--- src/rtl/core/pncw_pkg.sv ---
// Package for the note command writer: item, shadow view and command plan types,
// plus the command byte field codes. No dependencies.
`timescale 1ns / 1ps
`default_nettype none

package pncw_pkg;

    localparam int MAX_BYTES = 4;

    localparam logic [1:0] NOISE_VOICE = 2'd3;
    localparam logic [3:0] ATT_OFF     = 4'hF;

    // Command byte prefixes.
    localparam logic       CMD_LATCH   = 1'b1;
    localparam logic       REG_TONE    = 1'b0;
    localparam logic       REG_VOLUME  = 1'b1;
    localparam logic [4:0] NOISE_CMD   = 5'b11100;
    localparam logic [1:0] DATA_PREFIX = 2'b00;

    typedef struct packed {
        logic [1:0] voice;
        logic       is_end;
        logic       silent_note;
        logic [3:0] attenuation;
        logic [9:0] tone_period;
        logic [2:0] noise_mode;
    } t_item;

    // Shadow state of the addressed voice.
    typedef struct packed {
        logic       quiet;
        logic       vol_known;
        logic [3:0] vol_shadow;
        logic       tone_known;
        logic [9:0] tone_shadow;
        logic       noise_known;
        logic [2:0] noise_shadow;
    } t_view;

    typedef struct packed {
        logic [MAX_BYTES-1:0][7:0] bytes;
        logic [2:0]                count;
        logic                      sounding;
    } t_plan;

endpackage

`default_nettype wire

--- src/rtl/core/pncw_cmd_plan.sv ---
// Combinational command planner: turns one note event and the shadow state of its
// voice into the ordered list of command bytes. Depends on pncw_pkg.
`timescale 1ns / 1ps
`default_nettype none

module pncw_cmd_plan (
    input  wire pncw_pkg::t_item i_item,
    input  wire pncw_pkg::t_view i_view,
    output pncw_pkg::t_plan      o_plan
);

    logic       w_is_noise;
    logic       w_silence;
    logic       w_audible;
    logic       w_differs;
    logic       w_off_write;
    logic       w_att_write;
    logic [7:0] w_off_byte;
    logic [7:0] w_att_byte;
    logic [7:0] w_tone_lo;
    logic [7:0] w_tone_hi;
    logic [7:0] w_noise_byte;
    logic [2:0] w_cnt;
    logic [pncw_pkg::MAX_BYTES-1:0][7:0] w_bytes;

    assign w_is_noise = (i_item.voice == pncw_pkg::NOISE_VOICE);
    assign w_silence  = i_item.is_end || i_item.silent_note ||
                        (i_item.attenuation == pncw_pkg::ATT_OFF) ||
                        (!w_is_noise && (i_item.tone_period == 10'd0));
    assign w_audible  = !i_view.quiet && i_view.vol_known &&
                        (i_view.vol_shadow != pncw_pkg::ATT_OFF);
    assign w_differs  = w_is_noise ?
                        (!i_view.noise_known || (i_view.noise_shadow != i_item.noise_mode)) :
                        (!i_view.tone_known || (i_view.tone_shadow != i_item.tone_period));

    // The off byte serves both a silencing event and the mute before a retune.
    // A mute always leaves the volume shadow at off, so the new level follows.
    assign w_off_write = w_silence ?
                         (!i_view.quiet &&
                          !(i_view.vol_known && (i_view.vol_shadow == pncw_pkg::ATT_OFF))) :
                         (w_audible && w_differs);
    assign w_att_write = !w_silence && (w_off_write || !i_view.vol_known ||
                                        (i_view.vol_shadow != i_item.attenuation));

    assign w_off_byte   = {pncw_pkg::CMD_LATCH, i_item.voice, pncw_pkg::REG_VOLUME,
                           pncw_pkg::ATT_OFF};
    assign w_att_byte   = {pncw_pkg::CMD_LATCH, i_item.voice, pncw_pkg::REG_VOLUME,
                           i_item.attenuation};
    assign w_tone_lo    = {pncw_pkg::CMD_LATCH, i_item.voice, pncw_pkg::REG_TONE,
                           i_item.tone_period[3:0]};
    assign w_tone_hi    = {pncw_pkg::DATA_PREFIX, i_item.tone_period[9:4]};
    assign w_noise_byte = {pncw_pkg::NOISE_CMD, i_item.noise_mode};

    always_comb begin
        w_bytes = '0;
        w_cnt   = 3'd0;
        if (w_off_write) begin
            w_bytes[w_cnt[1:0]] = w_off_byte;
            w_cnt = w_cnt + 3'd1;
        end
        if (!w_silence && w_differs) begin
            if (w_is_noise) begin
                w_bytes[w_cnt[1:0]] = w_noise_byte;
                w_cnt = w_cnt + 3'd1;
            end else begin
                w_bytes[w_cnt[1:0]] = w_tone_lo;
                w_cnt = w_cnt + 3'd1;
                w_bytes[w_cnt[1:0]] = w_tone_hi;
                w_cnt = w_cnt + 3'd1;
            end
        end
        if (w_att_write) begin
            w_bytes[w_cnt[1:0]] = w_att_byte;
            w_cnt = w_cnt + 3'd1;
        end
    end

    assign o_plan.bytes    = w_bytes;
    assign o_plan.count    = w_cnt;
    assign o_plan.sounding = !w_silence;

endmodule

`default_nettype wire

--- src/rtl/core/psg_note_command_writer_unit.sv ---
// Top level of the note command writer: input register, shadow registers and the
// output burst register. Depends on pncw_pkg and pncw_cmd_plan.
`timescale 1ns / 1ps
`default_nettype none

// Each accepted note event becomes a burst of one to four result beats, one beat
// per clock while the consumer is ready. A beat with o_write_valid high carries a
// command byte; an event that needs no byte gives a single beat with
// o_write_valid low and o_chip_byte zero. o_last marks the final beat of an event,
// and o_start_playback is high on that final beat when the event is a sounding
// note. An event enters the input register, is planned against the voice's shadow
// state and loaded into the burst register when that is free or in the cycle the
// previous burst ends, and its first beat is presented from the burst register.
// Throughput is set by the single output port, which carries max(n, 1) beats for
// an event with n command bytes. The input register takes the next event while a
// burst is still draining. Shadow state is updated when an event is planned and
// is cleared only by reset.
module psg_note_command_writer_unit (
    input  wire        i_clk,
    input  wire        i_rst_n,
    input  wire        i_in_valid,
    output logic       o_in_ready,
    input  wire  [1:0] i_voice,
    input  wire        i_is_end,
    input  wire        i_silent_note,
    input  wire  [3:0] i_attenuation,
    input  wire  [9:0] i_tone_period,
    input  wire  [2:0] i_noise_mode,
    output logic       o_out_valid,
    input  wire        i_out_ready,
    output logic       o_write_valid,
    output logic [7:0] o_chip_byte,
    output logic       o_start_playback,
    output logic       o_last
);

    // Input register.
    logic             r_in_valid;
    pncw_pkg::t_item  r_in;

    // Shadow registers. Values are only read once their known bit is set.
    logic [9:0] r_tone_shadow  [3];
    logic [2:0] r_tone_known;
    logic [3:0] r_vol_shadow   [4];
    logic [3:0] r_vol_known;
    logic [2:0] r_noise_shadow;
    logic       r_noise_known;
    logic [3:0] r_quiet;

    // Output burst register.
    logic                                r_out_valid;
    logic [pncw_pkg::MAX_BYTES-1:0][7:0] r_bytes;
    logic [1:0]                          r_last_idx;
    logic [1:0]                          r_idx;
    logic                                r_wv;
    logic                                r_sounding;

    pncw_pkg::t_view w_view;
    pncw_pkg::t_plan w_plan;
    logic            w_is_noise;
    logic            w_beat;
    logic            w_burst_end;
    logic            w_advance;
    logic [1:0]      n_last_idx;

    assign w_is_noise  = (r_in.voice == pncw_pkg::NOISE_VOICE);
    assign w_beat      = r_out_valid && i_out_ready;
    assign w_burst_end = w_beat && (r_idx == r_last_idx);
    // The queued event is planned when the burst register is free or frees now.
    assign w_advance   = r_in_valid && (!r_out_valid || w_burst_end);
    assign o_in_ready  = !r_in_valid || w_advance;

    // The tone shadow is only looked at for the three tone voices.
    always_comb begin
        w_view.quiet        = r_quiet[r_in.voice];
        w_view.vol_known    = r_vol_known[r_in.voice];
        w_view.vol_shadow   = r_vol_shadow[r_in.voice];
        w_view.noise_known  = r_noise_known;
        w_view.noise_shadow = r_noise_shadow;
        if (w_is_noise) begin
            w_view.tone_known  = 1'b0;
            w_view.tone_shadow = '0;
        end else begin
            w_view.tone_known  = r_tone_known[r_in.voice];
            w_view.tone_shadow = r_tone_shadow[r_in.voice];
        end
    end

    pncw_cmd_plan u_plan (
        .i_item (r_in),
        .i_view (w_view),
        .o_plan (w_plan)
    );

    assign n_last_idx = (w_plan.count == 3'd0) ? 2'd0 : 2'(w_plan.count - 3'd1);

    // Input register control.
    always_ff @(posedge i_clk) begin
        if (!i_rst_n) begin
            r_in_valid <= 1'b0;
        end else if (o_in_ready) begin
            r_in_valid <= i_in_valid;
        end
    end

    always_ff @(posedge i_clk) begin
        if (o_in_ready) begin
            r_in.voice       <= i_voice;
            r_in.is_end      <= i_is_end;
            r_in.silent_note <= i_silent_note;
            r_in.attenuation <= i_attenuation;
            r_in.tone_period <= i_tone_period;
            r_in.noise_mode  <= i_noise_mode;
        end
    end

    // Known bits and quiet flags. A silencing event on a sounding voice always
    // leaves the volume at off; a sounding event leaves it at the new level.
    always_ff @(posedge i_clk) begin
        if (!i_rst_n) begin
            r_tone_known  <= '0;
            r_vol_known   <= '0;
            r_noise_known <= 1'b0;
            r_quiet       <= '1;
        end else if (w_advance) begin
            if (w_plan.sounding) begin
                r_vol_known[r_in.voice] <= 1'b1;
                r_quiet[r_in.voice]     <= 1'b0;
                if (w_is_noise) begin
                    r_noise_known <= 1'b1;
                end else begin
                    r_tone_known[r_in.voice] <= 1'b1;
                end
            end else if (!w_view.quiet) begin
                r_vol_known[r_in.voice] <= 1'b1;
                r_quiet[r_in.voice]     <= 1'b1;
            end
        end
    end

    always_ff @(posedge i_clk) begin
        if (w_advance) begin
            if (w_plan.sounding) begin
                r_vol_shadow[r_in.voice] <= r_in.attenuation;
                if (w_is_noise) begin
                    r_noise_shadow <= r_in.noise_mode;
                end else begin
                    r_tone_shadow[r_in.voice] <= r_in.tone_period;
                end
            end else if (!w_view.quiet) begin
                r_vol_shadow[r_in.voice] <= pncw_pkg::ATT_OFF;
            end
        end
    end

    // Burst register control.
    always_ff @(posedge i_clk) begin
        if (!i_rst_n) begin
            r_out_valid <= 1'b0;
            r_idx       <= 2'd0;
        end else if (w_advance) begin
            r_out_valid <= 1'b1;
            r_idx       <= 2'd0;
        end else if (w_burst_end) begin
            r_out_valid <= 1'b0;
        end else if (w_beat) begin
            r_idx <= r_idx + 2'd1;
        end
    end

    always_ff @(posedge i_clk) begin
        if (w_advance) begin
            r_bytes    <= w_plan.bytes;
            r_last_idx <= n_last_idx;
            r_wv       <= (w_plan.count != 3'd0);
            r_sounding <= w_plan.sounding;
        end
    end

    assign o_out_valid      = r_out_valid;
    assign o_write_valid    = r_wv;
    assign o_chip_byte      = r_bytes[r_idx];
    assign o_last           = (r_idx == r_last_idx);
    assign o_start_playback = r_sounding && (r_idx == r_last_idx);

endmodule

`default_nettype wire

--- config.mk ---
export PLATFORM = sky130hd
export DESIGN_NAME = psg_note_command_writer_unit
export DESIGN_NICKNAME = d
export VERILOG_FILES = /design/src/rtl/core/pncw_pkg.sv /design/src/rtl/core/pncw_cmd_plan.sv /design/src/rtl/core/psg_note_command_writer_unit.sv
export SDC_FILE = /design/constraint.sdc
export NUM_CORES = 1
export LEC_CHECK = 0
export ABC_AREA = 1
export BUFFER_PORTS_ARGS = -buffer_cell sky130_fd_sc_hd__buf_2
export CORE_ASPECT_RATIO = 1.2
export CORE_MARGIN = 2
export CORE_UTILIZATION = 57
export CTS_BUF_LIST = sky130_fd_sc_hd__clkbuf_4 sky130_fd_sc_hd__clkbuf_8
export CTS_CLUSTER_DIAMETER = 30
export CTS_CLUSTER_SIZE = 14
export DETAILED_ROUTE_END_ITERATION = 12
export PLACE_DENSITY = 0.81
export SYNTH_ARGS = -nofsm -noshare
export SYNTH_HDL_FRONTEND = slang
export SYNTH_SLANG_ARGS = --single-unit
--- constraint.sdc ---
create_clock -name i_clk -period 3.8 [get_ports i_clk]
set_clock_uncertainty 0.2 [all_clocks]
set_input_delay 1.14 -clock i_clk [delete_from_list [all_inputs] [get_ports i_clk]]
set_output_delay 1.14 -clock i_clk [all_outputs]
set_load 0.01 [all_outputs]
; Word level (Yosys, flattened, before mapping)
; Memory sizes are Yosys's and may differ from the RTL's. A register that Yosys moved wholly into a read port is not among the register bits.
; Index checks and enable logic that the tools add are counted.
[totals]
ff_bits = 76
mem_bits_rw = 46
inputBits = 25
output_inout_bits = 13
elab_cells = 150
mem_count = 2
[op_classes]
n_addsub = 5
n_lt_le_gt_ge = 9
eq_ne = 9
mux = 51
bitwise_logic = 10
n_reduce_logical = 43
[mem_list]
columns = memory, words, width, rd, rd_ports_with_merged_regs, wr, line
row1 = r_tone_shadow, 3, 10, 1, 1, 1, psg_note_command_writer_unit.sv:42  ; logic [9:0] r_tone_shadow [3];
row2 = r_vol_shadow, 4, 4, 1, 1, 1, psg_note_command_writer_unit.sv:44  ; logic [3:0] r_vol_shadow [4];
[ops]
columns = op, count
row1 = 32-bit bitwise mux, 4
row2 = 32-bit 2-to-1 mux, 3
row3 = 8-bit demux with 2-bit select, 3
row4 = 8-bit 2-to-1 mux, 5
row5 = 1-bit 2-to-1 mux, 20
row6 = 4-bit 2-to-1 mux, 5
row7 = 8-bit binary-select mux with 2-bit select, 1
row8 = 1-bit logical AND, 16
row9 = "2-bit by 3-bit < comparator with 1-bit output, second input constant", 4
row10 = 11-bit 2-to-1 mux, 1
row11 = 10-bit zero test, 1
row12 = 10-bit inequality test, 1
row13 = 1-bit zero test, 9
row14 = 1-bit logical OR, 9
row15 = 3-bit 2-to-1 mux, 3
row16 = "4-bit == test, second input constant", 2
row17 = 4-bit bitwise OR, 2
row18 = "3-bit by 1-bit adder with 3-bit output, second input constant", 2
row19 = 1-bit binary-select mux with 2-bit select, 3
row20 = "2-bit by 1-bit >= comparator with 1-bit output, second input constant", 3
row21 = 3-bit AND reduction, 2
row22 = 4-bit bitwise AND, 1
row23 = 2-bit 2-to-1 mux, 2
row24 = 4-bit inequality test, 1
row25 = other kinds (20), 24

; Logic depth before layout (Yosys ltp)
; Gate-level depths: netlist of run 1.
[logic_depth]
ltp_word = 19
mapped_depth = 24
mapped_depth_nobuf = 23

; By module
; A second synthesis of run 1 with hierarchy kept.
[hier_totals]
hier_cells = 618
area_unflattened_um2 = 5984.5
[by_module_without_submodules]
columns = module, instances, cells_per_inst, area_each_um2, seq_area_each_um2
row1 = psg_note_command_writer_unit, 1, 370, 4725.8, 3543.4
row2 = pncw_cmd_plan, 1, 248, 1258.7, 0.0

; Worst setup path after synthesis of run 1
; No wires, ideal clock.
[synth_path]
path_type = input to register
startpoint = input port i_out_ready
endpoint = memory r_tone_shadow[1][0] (enable)
setup_ns = 0.378
arrival_ns = 3.244
t_required_ns = 3.222
path_slack_ns = -0.021
stages = 8
n_path_buf = 0
cell_sequence = inv_1 -> o21ai_1 -> inv_1 -> nor2_2 -> inv_1 -> nor2_1 -> inv_1 -> nor2_1
[synth_via]
elab_chain_len = 6
[synth_lines]
columns = element, line
row1 = from (decl), psg_note_command_writer_unit.sv:30  ; input wire i_out_ready,
row2 = 1-bit logical AND, psg_note_command_writer_unit.sv:67  ; assign w_beat = r_out_valid && i_out_ready;
row3 = 1-bit logical AND, psg_note_command_writer_unit.sv:68  ; assign w_burst_end = w_beat && (r_idx == r_last_idx);
row4 = 1-bit logical OR, psg_note_command_writer_unit.sv:70  ; assign w_advance = r_in_valid && (!r_out_valid || w_burst_end);
row5 = 1-bit logical AND, psg_note_command_writer_unit.sv:70
row6 = net w_advance, psg_note_command_writer_unit.sv:63  ; logic w_advance;
row7 = 1-bit 2-to-1 mux, psg_note_command_writer_unit.sv:142  ; if (w_advance) begin
row8 = 1-bit 2-to-1 mux (implied by the code), psg_note_command_writer_unit.sv:148  ; r_tone_shadow[r_in.voice] <= r_in.tone_period;
row9 = to (decl), psg_note_command_writer_unit.sv:42
; The timed path passes the listed nets, and every way through them passes these cells.

; Final worst setup path of run 1
[layout_path]
startpoint = register r_idx[0]
endpoint = output port o_in_ready
[layout_via]
elab_chain_len = 5
[layout_lines]
columns = element, line
row1 = from (decl), psg_note_command_writer_unit.sv:54  ; logic [1:0] r_idx;
row2 = from (signal assigned), psg_note_command_writer_unit.sv:167  ; r_idx <= r_idx + 2'd1;
row3 = 2-bit == test, psg_note_command_writer_unit.sv:68
row4 = 1-bit logical AND, psg_note_command_writer_unit.sv:68
row5 = 1-bit logical OR, psg_note_command_writer_unit.sv:70
row6 = 1-bit logical AND, psg_note_command_writer_unit.sv:70
row7 = 1-bit logical OR, psg_note_command_writer_unit.sv:71  ; assign o_in_ready = !r_in_valid || w_advance;
row8 = to (decl), psg_note_command_writer_unit.sv:22  ; output logic o_in_ready,
; No other way between the ends.

==> Implementation_results.wiki, run 1 <==
{| class="wikitable"
! Metric !! Value
|-
| Outcome || finished, final reports clean
|-
| Most common cell in the netlist || sky130_fd_sc_hd__nand2_1
|-
| Fraction of post-synthesis cell area in the top cell type by area || 0.549
|-
| Fraction of power consumed by the clock network || 0.366
|-
| CTS tree || done
|-
| Post-synthesis net count || 610
|-
| Average wire length per cell after detail routing || 16.3 um
|-
| Fraction of power consumed by sequential logic || 0.521
|-
| Max incr delay on CP || 0.70 ns
|-
| Net switching power figure || 0.000754 W
|-
| Worst Hold Path Cells || 1
|-
| Number of levels in the clock H-tree || 4
|-
| Final wirelength || 12700 um
|-
| Endpoint of the worst-slack reg-to-reg timing path || r_last_idx[0]$_SDFFCE_PN0P_
|-
| Number of hold violations in the final report || 0
|-
| Worst slack after detailed placement || 0.175 ns
|-
| Number of clock sinks || 123
|-
| Cell internal pwr || 0.00225 W
|-
| CP most frequent cell || sky130_fd_sc_hd__nand2_1
|-
| Highest fanout seen on the critical path || 19
|-
| Final period demand of the worst path || 3.57 ns
|-
| Post-synthesis mux area share || 0
|-
| Category of the worst setup path launch point || flip-flop
|-
| Compound-Gate Fraction of Synth Area || 0.0650
|-
| Core Box Area || 9910 sq um
|-
| Max-slew headroom at the worst pin || 0.598
|-
| Worst Path Class, Setup || flip-flop to primary output
|-
| Horiz. Die Dim || 95.6 um
|-
| Overall power of the completed layout || 0.00300 W
|-
| Number of global-route vias before repair || 4156
|-
| Final-layout setup total negative slack || 0 ns
|-
| Clock tree buffer depth || 2
|-
| Iteration-0 DRC Markers || 396
|-
| Area fraction in and, or, nand and nor cells after synthesis || 0.243
|-
| Main combinational cell family by area after synthesis || simple AND/OR/NAND/NOR gates
|-
| CP Data Required Time || 2.46 ns
|-
| Hold path endpoint || r_vol_known[2]$_SDFFE_PN0P_
|-
| Path category of the worst min-delay check || flip-flop to flip-flop
|-
| Power density over cell area || 460 nW/um^2
|-
| Maximum VDD drop || 0.432 mV
|-
| Clock transition at path regs || 0.07 ns
|-
| Largest cells by area after synthesis || sky130_fd_sc_hd__edfxtp_1, sky130_fd_sc_hd__nand2_1, sky130_fd_sc_hd__dfxtp_1
|-
| Highest-delay cell along the critical path || sky130_fd_sc_hd__dfxtp_1
|-
| Num CTS Buffers || 17
|-
| Post-synthesis instance total || 577
|-
| Crit path buffers/inverters || 3
|-
| Pin count of the biggest net entering global routing || 36
|-
| Synthesized-area fraction occupied by adder cells || 0.0174
|-
| Total of max-cap violations || 0
|-
| Portion of the post-synthesis area used by sequential elements || 0.612
|-
| Floorplan die height || 114 um
|-
| Cell-by-cell trace of the critical path || nand2_1 > a21oi_2 > inv_2 > o21ai_1 > inv_1 > nand2_1 > buf_2
|-
| Lkg Pwr || 2.79 nW
|-
| Most heavily used metal layer in global routing || met2
|-
| Total number of vias || 4269
|-
| Layout Area Growth over Synthesis || 13.7%
|-
| Leading area contributor after synthesis || sky130_fd_sc_hd__edfxtp_1
|-
| Cell at the root of the clock tree || sky130_fd_sc_hd__clkbuf_8
|-
| Actual transition at the worst max-transition pin || 0.602 ns
|-
| Share of synthesized flip-flops with an asynchronous set or reset || 0
|-
| Final cycle utilization of the critical path || 0.939
|-
| Diodes inserted || 0
|-
| Top post-synthesis cells by count || sky130_fd_sc_hd__nand2_1, sky130_fd_sc_hd__edfxtp_1, sky130_fd_sc_hd__nor2_1
|-
| Net count of the finished layout || 672
|-
| Kind of cell with the highest combined delay on the critical path || flip-flops
|-
| Sw Share || 0.251
|-
| Combinational cell fraction of total power || 0.114
|-
| Synthesized area divided by synthesized cell count || 9.94 sq um
|-
| Number of flip-flops and latches in the synthesized netlist || 123
|-
| Warning count from the yosys run || 0
|-
| First drt pass iteration count || 6
|-
| Max frequency || 0.280 GHz
|-
| Hold buffers post-CTS || 0
|-
| FP Rows || 40
|-
| Initial antenna violation count || 0
|-
| Met2 GRT Util || 0.421
|-
| Clock insertion delay at the later pin of the skew report || 0.43 ns
|-
| Data arrival time at the worst-slack endpoint || 2.23 ns
|-
| Fraction of final layout cells sized beyond drive strength 1 || 0.206
|-
| Total global routing track utilization || 0.248
|-
| Wire length of the first global-routing pass || 20300 um
|-
| Count of flip-flops with a built-in enable after synthesis || 105
|-
| Antenna viol nets, final || 0
|-
| Distinct cells, synth || 41
|-
| Startpoint of the worst hold path || r_vol_known[2]$_SDFFE_PN0P_
|-
| Total standard cell area after synthesis || 5740 sq um
|-
| Die footprint || 10900 sq um
|-
| Setup slack, reg-to-reg || 0.25 ns
|-
| Met3 demand-to-capacity share in global routing || 0.0548
|-
| Global-route met1 utilization || 0.311
|-
| Residual DRC count || 0
|-
| Weighted congestion reported at the end of routability-driven placement || 0.951
|-
| Via-per-instance ratio || 5.49
|-
| DPL Wire Length || 9150 um
|-
| Flip-flop cell with the highest count after synthesis || sky130_fd_sc_hd__edfxtp_1
|-
| Remaining global-route overflow || 0
|-
| Parity-gate share of the synthesized area counting xor and xnor cells || 0.00916
|-
| Number of buffers added on ports || 37
|-
| Type of element capturing the critical path || primary output
|-
| Beginning of the worst register-to-register path || r_in[3]$_DFFE_PN_
|-
| Count of pins on the block boundary || 38
|-
| Count of pins over their slew limit || 0
|-
| Starting density of the core || 0.579
|-
| Length in cells of the worst reg-to-reg path || 19
|-
| Fin worst setup slack || 0.233 ns
|-
| Final setup violating endpoints || 0
|}
## metal layers
layer | wire [um] | vias up
met2 | 6460 | 181
met3 | 741 | 28
met4 | 268 | 0
met1 | 5200 | 1991
li1 | - | 2069
met5 | 0 | -
## worst reg2reg max path: stages (launching register included)
cell and delay, ns:
sky130_fd_sc_hd__edfxtp_1 0.48, sky130_fd_sc_hd__inv_1 0.19, sky130_fd_sc_hd__nand2_1 0.12, sky130_fd_sc_hd__nor4_1 0.21, sky130_fd_sc_hd__nand2_1 0.16, sky130_fd_sc_hd__nand2_1 0.19, sky130_fd_sc_hd__nor2_1 0.13, sky130_fd_sc_hd__nand3_4 0.12
sky130_fd_sc_hd__nand2_4 0.10, sky130_fd_sc_hd__ha_1 0.29, sky130_fd_sc_hd__inv_1 0.06, sky130_fd_sc_hd__o21ai_4 0.17, sky130_fd_sc_hd__inv_2 0.08, sky130_fd_sc_hd__ha_1 0.29, sky130_fd_sc_hd__nand2_1 0.06, sky130_fd_sc_hd__o21ai_0 0.09
sky130_fd_sc_hd__ha_1 0.20, sky130_fd_sc_hd__nand2_1 0.10, sky130_fd_sc_hd__inv_2 0.05, sky130_fd_sc_hd__nor2_1 0.11
## power by group through the flow
| stage | combinational (W) | sequential, W | clock [W] |
|---|---|---|---|
| global route | 0.000381 | 0.00157 | 0.00117 |
| finish | 0.000341 | 0.00156 | 0.00110 |
| CTS | 0.000332 | 0.00156 | 0.00112 |
| floorplan | 0.000235 | 0.00158 | 0 |
| detailed placement | 0.000330 | 0.00159 | 0 |
| global placement | 0.000317 | 0.00159 | 0 |
## how the worst max path moves through the flow
stage,from,end,slack (ns),cells after the start
after floorplan,i_out_ready,r_tone_shadow[1][0]$_DFFE_PP_,0.40,8
after global placement,r_in[19]$_DFFE_PN_,r_last_idx[1]$_SDFFCE_PN0P_,0.36,21
after detailed placement,r_in[19]$_DFFE_PN_,r_last_idx[0]$_SDFFCE_PN0P_,0.18,23
after CTS,r_in[19]$_DFFE_PN_,r_last_idx[0]$_SDFFCE_PN0P_,0.13,23
after global routing,r_in[19]$_DFFE_PN_,r_last_idx[0]$_SDFFCE_PN0P_,-0.02,23
final,r_idx[0]$_SDFFE_PP0P_,o_in_ready,0.23,7
## logic make-up after synthesis
kind of cell / count (synthesis)
and+or+nand+nor: 306
xor gates and xnor gates: 6
adders and majority gates: 8
buffers and inverters: 69
AOI/OAI and AO/OA: 65
DFF: 123
## registers in the layout, indices dropped and copies added (netlist names), 2 cells and up, named ones only
name,cells
r_bytes,31
r_vol_known,4
r_idx,2
r_vol_shadow,16
r_noise_shadow,3
r_in,21
r_last_idx,2
r_tone_shadow,30
r_tone_known,3
## what timing repair did
| item | CTS | global route |
|---|---|---|
| setup endpoints to repair | 0 | 3 |
| resized for setup | 0 | 6 |
| buffers inserted | 0 | 4 |
## cell type report
| cell class | count | area [sq um] |
|---|---|---|
| clock buffer | 22 | 272 |
| clock inverter | 10 | 101 |
| fill | 762 | 3380 |
| inverter | 58 | 225 |
| multi-input combinational | 385 | 1940 |
| sequential | 123 | 3510 |
| tap | 126 | 158 |
| timing repair buffer | 54 | 313 |
## per-stage QoR
| stage | std cells | instance area [sq um] | hold WS [ns] | utilization |
|---|---|---|---|---|
| after floorplan | 577 | 5740 | 0.240 | - |
| final | 778 | 6530 | 0.270 | 0.659 |
| after global placement | 742 | 6100 | 0.252 | 0.616 |
| after detailed placement | 742 | 6100 | 0.254 | 0.616 |
| after global routing | 778 | 6530 | 0.278 | 0.659 |
| after CTS | 774 | 6480 | 0.272 | 0.654 |
## placed cells by master, fill, tap and decap left out, types with 8 or more instances in the layout
master,synthesis,layout
sky130_fd_sc_hd__a21oi_1,13,13
sky130_fd_sc_hd__buf_2,1,37
sky130_fd_sc_hd__buf_4,2,17
sky130_fd_sc_hd__clkbuf_8,0,17
sky130_fd_sc_hd__dfxtp_1,18,18
sky130_fd_sc_hd__edfxtp_1,105,105
sky130_fd_sc_hd__ha_1,8,8
sky130_fd_sc_hd__inv_1,40,40
sky130_fd_sc_hd__inv_2,15,14
sky130_fd_sc_hd__nand2_1,138,137
sky130_fd_sc_hd__nand2_2,9,9
sky130_fd_sc_hd__nand3_1,46,46
sky130_fd_sc_hd__nor2_1,87,86
sky130_fd_sc_hd__o21ai_0,23,23
sky130_fd_sc_hd__o21ai_1,8,8
Note: power is estimated with default switching activity, not from simulation.
==> inputs of run 2 (changes only) <==
--- a/config.mk
+++ b/config.mk
@@ -17,4 +17,5 @@
 export PLACE_DENSITY = 0.81
 export SYNTH_ARGS = -nofsm -noshare
 export SYNTH_HDL_FRONTEND = slang
+export SYNTH_HIERARCHICAL = 1
 export SYNTH_SLANG_ARGS = --single-unit
==> constraint.sdc (replaced) <==
create_clock -name i_clk -period 2.9 [get_ports i_clk]
set_clock_uncertainty 0.2 [all_clocks]
set_input_delay 0.87 -clock i_clk [delete_from_list [all_inputs] [get_ports i_clk]]
set_output_delay 0.87 -clock i_clk [all_outputs]
set_load 0.01 [all_outputs]
==> run 2 against run 1 <==
Net effect: the run now ends with negative setup slack left; die area increased by 4.1%; combinational power increased by 130%; via count increased by 14%; global-route usage decreased by 0.35 points; final cell count increased by 12%; sequential share of layout area decreased by 6.6 points; hold slack got worse by 0.0023 ns; setup slack got worse by 0.53 ns; design area increased by 15%; largest cell class unchanged; highest routed layer unchanged.
==> Implementation_results.wiki, run 2 <==
{| class="wikitable"
! Metric !! Value
|-
| Count of flip-flops with a built-in enable after synthesis || 106 (+0.95%)
|-
| Flip-flop cell with the highest count after synthesis || sky130_fd_sc_hd__edfxtp_1
|-
| Path category of the worst min-delay check || flip-flop to flip-flop
|-
| Antenna viol nets, final || 0 (unchanged)
|-
| First drt pass iteration count || 6 (unchanged)
|-
| Clock transition at path regs || 0.08 ns (about the same)
|-
| Final-layout setup total negative slack || -5.66 ns (-5.66 ns)
|-
| Flip-flop count of the largest register after layout || 32 (+3.2%)
|-
| Initial antenna violation count || 0 (unchanged)
|-
| Clock tree buffer depth || 2 (unchanged)
|-
| Total global routing track utilization || 0.244 (-0.00354)
|-
| Largest cells by area after synthesis || sky130_fd_sc_hd__edfxtp_1, sky130_fd_sc_hd__nand2_1, sky130_fd_sc_hd__dfxtp_1
|-
| Category of the worst setup path launch point || flip-flop
|-
| Cell at the root of the clock tree || sky130_fd_sc_hd__clkbuf_8
|-
| Total of max-cap violations || 0 (unchanged)
|-
| Die footprint || 11300 sq um (+4.1%)
|-
| Pin count of the biggest net entering global routing || 27 (-25%)
|-
| Highest fanout seen on the critical path || 8 (-11)
|-
| CP Data Required Time || 2.98 ns (+0.52 ns)
|-
| Combined area of the multi-input logic cells || 2310 sq um (+19%)
|-
| Diodes inserted || 0 (unchanged)
|-
| Share of synthesized flip-flops with an asynchronous set or reset || 0 (unchanged)
|-
| Num CTS Buffers || 17 (unchanged)
|-
| Fin worst setup slack || -0.294 ns (-0.527 ns)
|-
| Total standard cell area after synthesis || 5980 sq um (+4.3%)
|-
| Average wire length per cell after detail routing || 16.1 um (-1.4%)
|-
| Remaining global-route overflow || 0 (unchanged)
|-
| Leading cell type in the layout, fill and taps excluded || sky130_fd_sc_hd__nand2_1
|-
| Final cycle utilization of the critical path || 1.10
|-
| Distinct cells, synth || 40 (-2.4%)
|-
| Total number of vias || 4847 (+14%)
|-
| Most common cell in the netlist || sky130_fd_sc_hd__nand2_1
|-
| Number of buffers added on ports || 37 (unchanged)
|-
| Wire length of the first global-routing pass || 21300 um (+5.1%)
|-
| Fraction of post-synthesis cell area in the top cell type by area || 0.532 (-0.0176)
|-
| Post-synthesis net count || 651 (+6.7%)
|-
| Fraction of final layout cells sized beyond drive strength 1 || 0.317 (+0.112)
|-
| Starting density of the core || 0.578 (-0.00152)
|-
| Post-synthesis instance total || 618 (+7.1%)
|-
| Setup repair after global routing missed its margin || yes
|-
| Clock insertion delay at the later pin of the skew report || 0.45 ns (+0.02 ns)
|-
| Final wirelength || 14000 um (+10%)
|-
| Number of levels in the clock H-tree || 4 (unchanged)
|-
| Horiz. Die Dim || 97.5 um (+2.0%)
|-
| Leading area contributor after synthesis || sky130_fd_sc_hd__edfxtp_1
|-
| Data arrival time at the worst-slack endpoint || 3.27 ns (+1.04 ns)
|-
| Synthesized area divided by synthesized cell count || 9.68 sq um (-2.6%)
|-
| Top post-synthesis cells by count || sky130_fd_sc_hd__nand2_1, sky130_fd_sc_hd__edfxtp_1, sky130_fd_sc_hd__inv_1
|-
| Smallest hold slack || 0.268 ns (-0.00227 ns)
|-
| Overall power of the completed layout || 0.00428 W (+43%)
|-
| Total area of sequential cells || 3540 sq um (+0.89%)
|-
| Residual DRC count || 0 (unchanged)
|-
| Number of hold violations in the final report || 0 (unchanged)
|-
| Net count of the finished layout || 761 (+13%)
|-
| DPL Wire Length || 9660 um (+5.5%)
|-
| FP Rows || 41 (+2.5%)
|-
| Final setup violating endpoints || 33 (+33)
|-
| Power density over cell area || 570 nW/um^2 (+24%)
|-
| CTS tree || done
|-
| Portion of the post-synthesis area used by sequential elements || 0.592 (-0.0202)
|-
| Max-slew headroom at the worst pin || 0.660 (+0.0615)
|-
| Number of inserted filler cells in the final layout || 683 (-10%)
|-
| Worst Path Class, Setup || flip-flop to flip-flop
|-
| Outcome || complete, but fails checks
|-
| Placed cell count || 825 (+11%)
|-
| Violations in the final reports || negative setup slack
|-
| Number of standard cells in the layout, taps in and fillers out || 870 (+12%)
|-
| Count of pins on the block boundary || 38 (unchanged)
|-
| Lkg Pwr || 3.16 nW (+13%)
|-
| Max frequency || 0.313 GHz
|-
| Weighted congestion reported at the end of routability-driven placement || 0.905 (-4.9%)
|-
| Core Box Area || 10400 sq um (+4.6%)
|-
| Number of flip-flops and latches in the synthesized netlist || 124 (+0.81%)
|-
| Via-per-instance ratio || 5.57 (+1.5%)
|-
| Maximum VDD drop || 0.406 mV (-6.0%)
|-
| Type of element capturing the critical path || flip-flop
|-
| Count of pins over their slew limit || 0 (unchanged)
|-
| Top Registers || r_bytes: 32 flops, r_tone_shadow: 30 flops, r_in: 21 flops
|-
| Iteration-0 DRC Markers || 387 (-2.3%)
|-
| Layout Area Growth over Synthesis || 25.4%
|-
| Number of clock sinks || 124 (+0.81%)
|-
| Number of global-route vias before repair || 4598 (+11%)
|-
| Actual transition at the worst max-transition pin || 0.507 ns (-0.0942 ns)
|-
| Most used cells in the layout excluding fill and tap cells || sky130_fd_sc_hd__nand2_1, sky130_fd_sc_hd__edfxtp_1, sky130_fd_sc_hd__inv_1
|-
| Top reg by flops || r_bytes
|-
| Warning count from the yosys run || 6 (+6)
|-
| Floorplan die height || 116 um (+2.0%)
|-
| Final period demand of the worst path || 3.19 ns
|}
-- run 2: area by class of cell --
class / count / share of cell area
Tap cell: 129 / 0.0215
Inverter: 90 / 0.0497
Sequential cell: 124 / 0.472
Multi-Input combinational cell: 389 / 0.307
Timing Repair Buffer: 106 / 0.0988
Clock buffer: 17 / 0.0312
Clock inverter: 15 / 0.0192
-- run 2: logic make-up after synthesis --
kind of cell,synth area share
DFF,0.592
adders and majority gates,0.0167
xor gates and xnor gates,0.0132
AOI/OAI and AO/OA,0.0872
and+or+nand+nor,0.218
buffers and inverters,0.0725
-- run 2: critical path: stages, from the launching register on --
cell,delay [ns]
sky130_fd_sc_hd__edfxtp_1,0.51
sky130_fd_sc_hd__buf_6,0.20
sky130_fd_sc_hd__nand2_8,0.08
sky130_fd_sc_hd__o211ai_1,0.09
sky130_fd_sc_hd__inv_1,0.10
sky130_fd_sc_hd__nand2_1,0.06
sky130_fd_sc_hd__nand2_1,0.08
sky130_fd_sc_hd__nand2_1,0.06
sky130_fd_sc_hd__nor2_2,0.12
sky130_fd_sc_hd__nand3_2,0.13
sky130_fd_sc_hd__nand3_4,0.10
sky130_fd_sc_hd__nand2_4,0.06
sky130_fd_sc_hd__ha_4,0.27
sky130_fd_sc_hd__inv_4,0.03
sky130_fd_sc_hd__o21ai_4,0.19
sky130_fd_sc_hd__buf_4,0.16
sky130_fd_sc_hd__buf_6,0.09
sky130_fd_sc_hd__ha_4,0.17
sky130_fd_sc_hd__nand2_8,0.10
sky130_fd_sc_hd__o21ai_1,0.20
-- run 2: final timing paths --
check | from | to | slack [ns] | depth (start not counted)
max | r_in[20]$_DFFE_PN_ | r_bytes[21]$_DFFE_PP_ | -0.29 | 19
min | r_tone_known[2]$_SDFFE_PN0N_ | r_tone_known[2]$_SDFFE_PN0N_ | 0.27 | 2
max reg2reg | r_in[20]$_DFFE_PN_ | r_bytes[21]$_DFFE_PP_ | -0.29 | 19
min reg2reg | r_tone_known[2]$_SDFFE_PN0N_ | r_tone_known[2]$_SDFFE_PN0N_ | 0.27 | 2
-- run 2: through the flow --
step                      area [sq um]  utilization  worst slack, ns
after floorplan                   6100            -           -0.234
after global placement            6780        0.654           -0.257
after detailed placement          6780        0.654           -0.342
after CTS                         7330        0.707           -0.251
after global routing              7510        0.724           -0.405
final                             7510        0.724           -0.294
-- run 2: power breakdown --
part / internal [W] / leakage [nW] / total (W) / switching [W]
combinational: 0.000312 / 1.83 / 0.000775 / 0.000463
clock: 0.000687 / 0.179 / 0.00141 / 0.000728
sequential: 0.00204 / 1.14 / 0.00209 / 0.0000519
total: 0.00304 / 3.16 / 0.00428 / 0.00124
-- run 2: repair_timing --
item | in CTS | in global routing
pin swaps | 8 | 18
hold buffers | 0 | 0
cloned | 1 | 0
gates resized for setup | 32 | 42
endpoints found under the setup margin | 33 | 67
buffers inserted | 6 | 7
-- run 2: routing by layer --
metal  wire length [um]  global-route usage  share of wire
met3                925              0.0569          0.066
met4                533               0.131          0.038
met2               7330               0.440           0.52
met1               5180               0.270           0.37
met5                  0                   0              0
